## src/design/ncnc_pkg.sv

```systemverilog
package ncnc_pkg;

    localparam int MaxClusters = 64;
    localparam int MaxDim      = 64;
    localparam int CiW         = 6;
    localparam int DiW         = 6;
    localparam int AccW        = 38;
    localparam logic [AccW-1:0] AccMax = {AccW{1'b1}};

    typedef enum logic [1:0] {
        K_CENTROID  = 2'd0,
        K_THRESHOLD = 2'd1,
        K_SCALER    = 2'd2,
        K_FEATURE   = 2'd3
    } t_kind;

    typedef enum logic [1:0] {
        ST_OK       = 2'd0,
        ST_NO_MODEL = 2'd1,
        ST_MISMATCH = 2'd2
    } t_status;

    localparam logic [1:0] RegNumClusters = 2'd0;
    localparam logic [1:0] RegFeatureDim  = 2'd1;
    localparam logic [1:0] RegScalerEn    = 2'd2;

    typedef struct packed {
        logic [1:0]         kind;
        logic [CiW-1:0]     cluster_index;
        logic [DiW-1:0]     dim_index;
        logic signed [15:0] value;
        logic signed [15:0] aux_value;
        logic               last;
    } t_in_item;

    typedef struct packed {
        logic [1:0]      status;
        logic [CiW-1:0]  best_index;
        logic [15:0]     cluster_label;
        logic [AccW-1:0] distance_sq;
        logic            novel;
    } t_out_item;

    // Token passed down the cell chain: the running minimum.
    typedef struct packed {
        logic            valid;
        logic            found;
        logic [CiW-1:0]  idx;
        logic [AccW-1:0] dmin;
    } t_min_tok;

    // Token passed down the chain while accumulating one feature element.
    typedef struct packed {
        logic               valid;
        logic [CiW-1:0]     idx;
        logic signed [15:0] x;
        logic [DiW-1:0]     pos;
    } t_acc_tok;

endpackage

```

## src/design/ncnc_cell.sv

```systemverilog
// One cluster cell: holds its centroid row and its distance accumulator.
// The accumulate token and the minimum token both pass through each cell.
module ncnc_cell
    import ncnc_pkg::*;
(
    input  logic              i_clk,
    input  logic              i_rst_n,
    input  logic [CiW-1:0]    i_id,
    input  logic              i_wr,
    input  logic [CiW-1:0]    i_wr_ci,
    input  logic [DiW-1:0]    i_wr_di,
    input  logic [15:0]       i_wr_val,
    input  logic [CiW:0]      i_nc,
    input  logic              i_clear,
    input  t_acc_tok          i_acc,
    output t_acc_tok          o_acc,
    input  t_min_tok          i_min,
    output t_min_tok          o_min
);

    logic [15:0]        r_row [MaxDim];
    logic [AccW-1:0]    r_acc;
    logic signed [15:0] r_c;
    t_acc_tok           r_tok;
    t_acc_tok           r_acc_out;
    t_min_tok           r_min;
    logic               active;
    logic               take;
    logic signed [16:0] diff;
    logic [33:0]        sq;
    logic [AccW:0]      sum;

    assign active = ({1'b0, i_id} < i_nc);
    assign take   = i_min.valid && active && (!i_min.found || r_acc < i_min.dmin);

    always_ff @(posedge i_clk) begin
        if (i_wr && i_wr_ci == i_id) begin
            r_row[i_wr_di] <= i_wr_val;
        end
        r_c <= r_row[i_acc.pos];
    end

    assign diff = 17'(r_tok.x) - 17'(r_c);
    assign sq   = 34'(diff * diff);
    assign sum  = {1'b0, r_acc} + (AccW+1)'(sq);

    always_ff @(posedge i_clk) begin
        if (!i_rst_n) begin
            r_tok.valid     <= 1'b0;
            r_acc_out.valid <= 1'b0;
            r_min.valid     <= 1'b0;
            r_acc           <= '0;
        end else begin
            r_tok     <= i_acc;
            r_acc_out <= r_tok;
            if (i_clear) begin
                r_acc <= '0;
            end else if (r_tok.valid && active) begin
                r_acc <= sum[AccW] ? AccMax : sum[AccW-1:0];
            end
            r_min <= take ? t_min_tok'{valid: 1'b1, found: 1'b1, idx: i_id, dmin: r_acc}
                          : i_min;
        end
    end

    assign o_acc = r_acc_out;
    assign o_min = r_min;

endmodule
```

## config.mk

```make
export PLATFORM = sky130hd
export DESIGN_NAME = ncnc_cell
export DESIGN_NICKNAME = d
export VERILOG_FILES = /design/src/design/ncnc_pkg.sv /design/src/design/ncnc_cell.sv
export SDC_FILE = /design/constraint.sdc
export NUM_CORES = 2
export LEC_CHECK = 0
export ABC_AREA = 0
export BUFFER_PORTS_ARGS = -buffer_cell sky130_fd_sc_hd__buf_2
export CAP_MARGIN = 15
export CORE_MARGIN = 4
export CORE_UTILIZATION = 35
export CTS_CLUSTER_SIZE = 12
export DETAILED_ROUTE_END_ITERATION = 8
export HOLD_SLACK_MARGIN = 0.1
export PLACE_DENSITY = 0.61
export SYNTH_ARGS = -nofsm -noshare
export SYNTH_HDL_FRONTEND = slang
export SYNTH_SLANG_ARGS = --single-unit
```

## constraint.sdc

```tcl
create_clock -name i_clk -period 9.73 [get_ports i_clk]
set_clock_uncertainty 0.2 [all_clocks]
set_input_delay 1.4595 -clock i_clk [delete_from_list [all_inputs] [get_ports i_clk]]
set_output_delay 1.4595 -clock i_clk [all_outputs]
set_load 0.005 [all_outputs]
```

==> results_dict.tcl <==
set metrics [dict create \
    grt_pass1_vias 33900 \
    antenna_found_initial 15 \
    nets 4662 \
    worst_hold_path_type "reg2reg" \
    r2r-start "r_tok[12]$_DFFE_PP_" \
    cts_tree "yes" \
    cts.sinks 1182 \
    final_cell_area_um2 68700 \
    grt_usage_pct 16.5 \
    synthTopCellsByArea "edfxtp_1 57%, mux4_2 13%, fa_1 9.2%" \
    setup_viol 0 \
    syn_area_per_cell_um2 16.0 \
    crit_slowest_cell "fa_1" \
    critPathMaxFanout 7 \
    placement.io_buffers 194 \
    drt_iter0_markers 2915 \
    cts_hold_buf 0 \
    die_y_um 419 \
    synthCells 3699 \
    ff2ff_path_depth 40 \
    synth_cell_types 67 \
    die-area_um2 175000 \
    synth_top_area_share_pct 57.2 \
    via_per_inst 5.19 \
    clk_latency_ns 0.77 \
    min_path_cells 0 \
    cts_root_buf "clkbuf_16" \
    dp_hpwl_um 97500 \
    grt_max_degree 139 \
    core_um2 167000 \
    r2r-end "r_acc[30]$_SDFFE_PP0P_" \
    numCtsBuffers 130 \
    period_minus_slack_ns 9.42 \
    synth.most_common_cell "edfxtp_1" \
    report.final.hold_viol_count 0 \
    grt.overflow.total 0 \
    totalWireLength_um 145000 \
    synthArstFlopShare_pct 0 \
    crit_path_end_kind "flip-flop" \
    cts_max_path_buffers 3 \
    critPathLaunchType "flip-flop" \
    ys_seq_area_share_pct 59.1 \
    worst_ep_required_time_ns 10.17 \
    ant_nets 0 \
    synth_area_um2 59000 \
    drcViolationCount 0 \
    synth_commonest_cells "1,125 x edfxtp_1, 413 x inv_1, 336 x mux4_2" \
    synth_edf_count 1125 \
    crit_type "reg2reg" \
    synth-seq-cells 1182 \
    via_count 33100 \
    tightest_slew_ns 1.12 \
    synth_ff_type "edfxtp_1" \
    arrival_ns 9.85 \
    wl_per_cell_um 22.8 \
    ff2ff_setup_slack_ns 0.31 \
    firstDrtPassIters 5 \
    max_slew_margin_pct 25.0 \
    path_clk_slew_ns 0.06 \
    drive_gt1_share_pct 25.3 \
    hold_end "o_acc[23]$_DFFE_PP_" \
    num_io_pins 195 \
    syn_nets 4268 \
    ys_warn_count 0 \
    final-max-slew-violation-count 0 \
    setup_tns_ns 0 \
    start_util_pct 35.3 \
    synth_top_area_cell "edfxtp_1" \
    status "finished clean" \
    dpl_cell_area_um2 63800 \
    grt_pass1_wl_um 217000 \
    htreeDepth 4 \
    rows 150 \
    cp.buffers_inverters 11 \
    hold_path_startpoint "r_tok[23]$_DFFE_PP_" \
    gp_congestion 0.867 \
    dieWidth_um 419 \
    fmax_mhz 106 \
    area_growth_pct 16.3 \
    min_period_over_period_pct 96.8 \
    max_stage_delay_ns 0.55 \
    drv_cap 0 \
    path_delay_family "adder cells" \
]
-- state kept, by name, summed over array words and instances (netlist names) --
| register | cells |
|---|---|
| o_acc | 29 |
| o_min | 46 |
| r_acc | 38 |
| r_c | 16 |
| r_row | 1024 |
| r_tok | 29 |
-- layout make-up --
type / instances / area, um^2
inverters: 416 / 1560
clock inverters: 50 / 556
fillers: 15100 / 98700
well taps: 2204 / 2760
diodes: 4 / 10.0
clock buffers: 162 / 3400
multi-input cells: 1921 / 22300
repair buffers: 442 / 3170
flip-flops and latches: 1182 / 34900
-- cells in the final DEF, fill, tap and decap left out, types with 43 or more instances in the layout --
cell type,synthesis,final
mux4_2,336,336
a21oi_1,112,96
nor2_1,194,186
inv_1,413,407
buf_4,1,226
o21ai_0,77,65
nor3_1,60,57
buf_2,38,188
clkbuf_16,0,132
edfxtp_1,1125,1125
nand3_1,115,113
dfxtp_1,57,57
nand2_1,143,141
fa_1,271,267
xnor2_1,52,47
ha_1,178,170
o211ai_1,43,43
nand3b_1,44,44
a311o_1,44,44
-- layer usage --
layer / track usage (%) / wire length [um] / vias to the layer above
met5: 0 / 42 / -
met4: 4.69 / 3740 / 8
met3: 2.80 / 7930 / 191
met2: 28.1 / 73200 / 943
met1: 21.7 / 60500 / 17300
li1: - / - / 14700
-- logic make-up after synthesis --
kind of cell,after synthesis,share of synthesized area [%]
XOR/XNOR,88,1.32
adder cells (fa/ha/maj),449,13.0
multiplexers,336,12.8
AND/OR/NAND/NOR,639,5.09
buffers and inverters,596,3.95
AO/OA/AOI/OAI,409,4.71
flip-flops,1182,59.1
-- per-stage QoR --
| step | std cells | setup slack (ns) | hold slack, ns | util [%] |
|---|---|---|---|---|
| 3_5_place_dp | 6135 | -0.0546 | 0.206 | 38.1 |
| 6_report | 6381 | 0.313 | 0.205 | 41.0 |
| 2_1_floorplan | 3699 | 0.138 | 0.200 | - |
| 3_3_place_gp | 6135 | 0.0552 | 0.200 | 38.1 |
| 5_1_grt | 6379 | -0.105 | 0.219 | 41.0 |
| 4_1_cts | 6347 | 0.00621 | 0.206 | 40.5 |
-- what timing repair did --
item                                    4_1_cts  5_1_grt
resized for setup                             4      108
pin swaps                                     1       48
endpoints found under the setup margin       32       38
cloned                                        0        3
buffers inserted                              0       12
-- how the worst max path moves through the flow --
stage | cells past startpoint | from | to | slack (ns)
2_1_floorplan | 44 | r_tok[6]$_DFFE_PP_ | r_acc[30]$_SDFFE_PP0P_ | 0.14
3_3_place_gp | 41 | r_tok[7]$_DFFE_PP_ | r_acc[32]$_SDFFE_PP0P_ | 0.06
3_5_place_dp | 39 | r_tok[7]$_DFFE_PP_ | r_acc[15]$_SDFFE_PP0P_ | -0.05
4_1_cts | 41 | r_tok[7]$_DFFE_PP_ | r_acc[32]$_SDFFE_PP0P_ | 0.006
5_1_grt | 40 | r_tok[12]$_DFFE_PP_ | r_acc[32]$_SDFFE_PP0P_ | -0.11
6_report | 40 | r_tok[12]$_DFFE_PP_ | r_acc[30]$_SDFFE_PP0P_ | 0.31
Power is not shown: default switching activity piles up to over one toggle a cycle in this logic, so the estimate is an artifact.
