**src/design/ncnc_pkg.sv**
```systemverilog
package ncnc_pkg;

    localparam int MaxClusters = 64;
    localparam int MaxDim      = 64;
    localparam int CiW         = 6;
    localparam int DiW         = 6;
    localparam int AccW        = 38;
    localparam logic [AccW-1:0] AccMax = {AccW{1'b1}};

    typedef enum logic [1:0] {
        K_CENTROID  = 2'd0,
        K_THRESHOLD = 2'd1,
        K_SCALER    = 2'd2,
        K_FEATURE   = 2'd3
    } t_kind;

    typedef enum logic [1:0] {
        ST_OK       = 2'd0,
        ST_NO_MODEL = 2'd1,
        ST_MISMATCH = 2'd2
    } t_status;

    localparam logic [1:0] RegNumClusters = 2'd0;
    localparam logic [1:0] RegFeatureDim  = 2'd1;
    localparam logic [1:0] RegScalerEn    = 2'd2;

    typedef struct packed {
        logic [1:0]         kind;
        logic [CiW-1:0]     cluster_index;
        logic [DiW-1:0]     dim_index;
        logic signed [15:0] value;
        logic signed [15:0] aux_value;
        logic               last;
    } t_in_item;

    typedef struct packed {
        logic [1:0]      status;
        logic [CiW-1:0]  best_index;
        logic [15:0]     cluster_label;
        logic [AccW-1:0] distance_sq;
        logic            novel;
    } t_out_item;

    // Token passed down the cell chain: the running minimum.
    typedef struct packed {
        logic            valid;
        logic            found;
        logic [CiW-1:0]  idx;
        logic [AccW-1:0] dmin;
    } t_min_tok;

    // Token passed down the chain while accumulating one feature element.
    typedef struct packed {
        logic               valid;
        logic [CiW-1:0]     idx;
        logic signed [15:0] x;
        logic [DiW-1:0]     pos;
    } t_acc_tok;

endpackage

```
**src/design/ncnc_div.sv**
```systemverilog
// Restoring divider: signed 25-bit dividend by signed 16-bit divisor,
// one quotient bit per cycle, truncating toward zero, saturated to 16 bits.
module ncnc_div
    import ncnc_pkg::*;
(
    input  logic               i_clk,
    input  logic               i_rst_n,
    input  logic               i_start,
    input  logic signed [24:0] i_num,
    input  logic signed [15:0] i_den,
    output logic               o_done,
    output logic signed [15:0] o_quo
);

    logic [4:0]  r_cnt, n_cnt;
    logic        r_busy, n_busy;
    logic        r_neg, n_neg;
    logic [24:0] r_q, n_q;
    logic [16:0] r_rem, n_rem;
    logic [16:0] r_den, n_den;
    logic        r_done, n_done;
    logic [17:0] trial;

    always_comb begin
        n_cnt  = r_cnt;
        n_busy = r_busy;
        n_neg  = r_neg;
        n_q    = r_q;
        n_rem  = r_rem;
        n_den  = r_den;
        n_done = 1'b0;
        trial  = '0;
        if (i_start) begin
            n_busy = 1'b1;
            n_cnt  = 5'd25;
            n_neg  = i_num[24] ^ i_den[15];
            n_q    = i_num[24] ? 25'(-i_num) : i_num;
            n_rem  = '0;
            n_den  = i_den[15] ? 17'(-{i_den[15], i_den}) : {1'b0, i_den};
        end else if (r_busy) begin
            trial = {r_rem, r_q[24]} - {1'b0, r_den};
            if (!trial[17]) begin
                n_rem = trial[16:0];
                n_q   = {r_q[23:0], 1'b1};
            end else begin
                n_rem = {r_rem[15:0], r_q[24]};
                n_q   = {r_q[23:0], 1'b0};
            end
            n_cnt = r_cnt - 5'd1;
            if (r_cnt == 5'd1) begin
                n_busy = 1'b0;
                n_done = 1'b1;
            end
        end
    end

    always_ff @(posedge i_clk) begin
        if (!i_rst_n) begin
            r_busy <= 1'b0;
            r_done <= 1'b0;
            r_cnt  <= '0;
        end else begin
            r_busy <= n_busy;
            r_done <= n_done;
            r_cnt  <= n_cnt;
        end
        r_neg <= n_neg;
        r_q   <= n_q;
        r_rem <= n_rem;
        r_den <= n_den;
    end

    always_comb begin
        o_done = r_done;
        if (!r_neg) begin
            o_quo = (r_q > 25'd32767) ? 16'sd32767 : 16'(r_q);
        end else begin
            o_quo = (r_q > 25'd32768) ? -16'sd32768 : 16'(-r_q);
        end
    end

endmodule

```
**config.mk**
```make
export PLATFORM = sky130hd
export DESIGN_NAME = ncnc_div
export DESIGN_NICKNAME = d
export VERILOG_FILES = /design/src/design/ncnc_pkg.sv /design/src/design/ncnc_div.sv
export SDC_FILE = /design/constraint.sdc
export NUM_CORES = 1
export LEC_CHECK = 0
export ABC_AREA = 1
export BUFFER_PORTS_ARGS = -buffer_cell sky130_fd_sc_hd__buf_2
export CAP_MARGIN = 10
export CORE_ASPECT_RATIO = 0.75
export CORE_MARGIN = 3
export CORE_UTILIZATION = 65
export CTS_CLUSTER_DIAMETER = 80
export DETAILED_ROUTE_END_ITERATION = 6
export PLACE_DENSITY = 0.94
export SETUP_SLACK_MARGIN = 0.15
export SYNTH_ARGS = -nofsm -noshare
export SYNTH_HDL_FRONTEND = slang
export SYNTH_SLANG_ARGS = --single-unit
```
**constraint.sdc**
```tcl
create_clock -name i_clk -period 3.48 [get_ports i_clk]
set_clock_uncertainty 0.15 [all_clocks]
set_input_delay 0.174 -clock i_clk [delete_from_list [all_inputs] [get_ports i_clk]]
set_output_delay 0.174 -clock i_clk [all_outputs]
set_load 0.01 [all_outputs]
```
==> flow_summary.toml <==
[drt]
drt_first_iter_violations = 920
route.antenna.remaining_nets = 0
wl_per_cell_um = 15.7
detailedRoute.firstPassIterationCount = 7
route.vias.total = 5738
detail_route.wirelength_mm = 15.5
detail_route.vias_per_cell = 5.80
drcViolationCount = 0

[floorplan]
initial_core_util_pct = 68.5
num_rows = 28
coreArea_sq_mm = 0.00809
die_h_um = 86.0
floorplan.die.width_um = 113
dieArea_sq_mm = 0.00969
num_io_pins = 61

[cells_and_area]
layout.cells.most_common_list = "sky130_fd_sc_hd__nand2_1, sky130_fd_sc_hd__inv_1, sky130_fd_sc_hd__nand3_1"
drive_gt1_share_pct = 12.8
final_common_cell = "sky130_fd_sc_hd__nand2_1"
finish.instance_area_sq_mm = 0.00628
nets = 948
flow.area_growth_from_synthesis_pct = 13.3
insertedDiodeCount = 0
post-route-util_pct = 77.6
n_fill_cell = 589

[sta]
min_period_ns = 2.75
max_frequency_mhz = 364
setup_viol = 0
timing_max_transition_violations_final = 0
grt_setup_unrepaired = "false"
worst_slew_pin_slew_ns = 1.11
finalSetupTns_ns = 0
fin_crit_sh_pct = 79.0
slew-limit-headroom_pct = 25.8
total_count_of_hold_check_failures_in_the_final_report = 0

[logic_synthesis]
synth_fp_nets = 887
synth_cell_types = 45
post_synth_main_area_contributors = "sky130_fd_sc_hd__edfxtp_1, sky130_fd_sc_hd__nand2_1, sky130_fd_sc_hd__inv_1, sky130_fd_sc_hd__dfxtp_1, sky130_fd_sc_hd__nand3_1"
synth_seq_area_share_pct = 31.9
synth.cell_area_sq_mm = 0.00555
synthesis.yosys.warnings = 0
instance_count_of_the_mapped_netlist = 819
synth.ff_latch_count = 67
mean_instance_size_in_the_synthesized_netlist_sq_um = 6.77
synthDominantAreaCellType = "sky130_fd_sc_hd__edfxtp_1"
yosys.area.top_type_share_pct = 23.3

[setup_path]
critPathTopFamily = "simple AND/OR/NAND/NOR gates"
required_ns = 3.16
crit_arrival_ns = 2.42
timing.critical_path.buf_inv = 2
critical_setup_path_class = "register to output pin"
crit_cells = 11
startpoint_type = "register"
crit_path_top_delay_cell = "sky130_fd_sc_hd__edfxtp_1"
endpoint_kind = "output pin"
critPathMaxFanout = 8
ff2ff_path_depth = 13
series_of_cell_instances_along_the_critical_path = "inv_1, ha_1, nand3_1, nor2_1, nand2_1, nor3_2, nand3_1, nand2_2, nand2_2, o21ai_0, buf_2"
crit_path_max_incr_delay_ns = 0.43

[cts]
h_tree_level_count = 3
cts_repair_resize_count = 0
clk_transition_reported_paths_ns = 0.06
clock-root-buffer = "sky130_fd_sc_hd__clkbuf_16"
clock_latency_ns = 0.34
cts_made_buffers = 9
numClockSinks = 67
cts.path.max_buffers = 2
cts_tree = "done"

[global_routing]
grt_remaining_overflow = 0
first_global_vias = 5130
grt_pass1_wl_mm = 25.5
globalRoute.busiestLayer = "met1"
pin_count_of_the_biggest_net_entering_global_routing = 41
initial_antenna_violation_count = 0
use_met3_pct = 7.69
grt_usage_pct = 33.1
met1_track_usage_gr_pct = 49.8
globalRouteMet2Util_pct = 48.1

[place]
routabilityCongestion = 1.01
dp.final_hpwl_mm = 11.6
portBuffers = 60
placement.cell_area_sq_mm = 0.00591

[run]
cap_violations = 0

[pwr]
pwr_density_cell_mw_per_mm2 = 397
leakage_uw = 0.00320
post-layout-total-power_uw = 2490
maximum_vdd_ir_drop_mv = 0.382

[min_path]
hold_path.class = "input port to register"
hold_path_depth = 2

[outcome]
outcome = "complete, no violations"
==> where the power goes <==
part	total, uW	internal, uW	switching [uW]
logic	505	173	332
registers	990	927	62.7
clock network	998	632	366
==> timing repair <==
action                                 4_1_cts  5_1_grt
setup buffers                                0        0
hold buffers                                 5        0
endpoints found under the hold margin        9        0
==> kinds of logic after synthesis <==
| family | after synthesis | synth area share, % |
|---|---|---|
| AO/OA/AOI/OAI | 88 | 8.73 |
| XOR/XNOR | 46 | 7.27 |
| adder cells (fa/ha/maj) | 24 | 5.55 |
| buffers and inverters | 156 | 11.0 |
| flip-flops | 67 | 31.9 |
| other | 1 | 0.0676 |
| AND/OR/NAND/NOR | 437 | 35.4 |
==> registers in the layout, indices dropped and copies added (netlist names) <==
signal,count
r_rem,17
r_den,17
r_q,25
r_cnt,5
r_busy,1
o_done,1
r_neg,1
==> metal layers <==
layer | share of wire [%] | vias up
li1 | - | 2764
met3 | 12 | 28
met1 | 45 | 2574
met5 | 0 | -
met2 | 41 | 372
met4 | 1.1 | 0
==> synthesized netlist by cell type, drive strengths merged <==
| library cell | number |
|---|---|
| nand2 | 248 |
| inv | 138 |
| nand3 | 88 |
| nor2 | 58 |
| o21ai | 53 |
| edfxtp | 43 |
| xor2 | 35 |
| dfxtp | 24 |
| ha | 23 |
| a21oi | 16 |
| nor3 | 15 |
| nand4 | 13 |
| xnor2 | 11 |
| buf | 9 |
| clkbuf | 9 |
| a31oi | 6 |
| nor4 | 6 |
| o211ai | 3 |
| o31ai | 3 |
| or2 | 3 |
| and2 | 2 |
| and3 | 2 |
| nand3b | 2 |
| o21bai | 2 |
| o22ai | 2 |
| a211oi | 1 |
| conb | 1 |
| fa | 1 |
| o2111ai | 1 |
| o41ai | 1 |
==> cell type report <==
cell class | instances | area, sq um | share of cell area, %
clock buffers | 9 | 225 | 3.58
clock inverters | 7 | 100 | 1.59
inverters | 138 | 518 | 8.24
multi-input cells | 596 | 3160 | 50.4
flip-flops and latches | 67 | 1770 | 28.2
well taps | 105 | 131 | 2.09
repair buffers | 68 | 373 | 5.93
==> path summary, 6_finish.rpt <==
path	start	endpoint	slack, ns
min	i_den[11]	r_den[11]	0.008
max reg2reg	r_q[24]	r_rem[10]	1.00
min reg2reg	r_rem[15]	r_rem[15]	0.32
max	r_q[0]	o_quo[10]	0.73
==> metrics by stage <==
step | setup slack, ns | cells | hold WS [ns]
6_report | 0.731 | 990 | 0.00808
5_1_grt | 0.498 | 990 | 0.0177
4_1_cts | 0.736 | 990 | 0.00125
3_5_place_dp | 1.10 | 969 | 0.262
3_3_place_gp | 1.12 | 969 | 0.258
2_1_floorplan | 1.40 | 819 | 0.123
No activity file was read; power rests on OpenSTA's default activity.
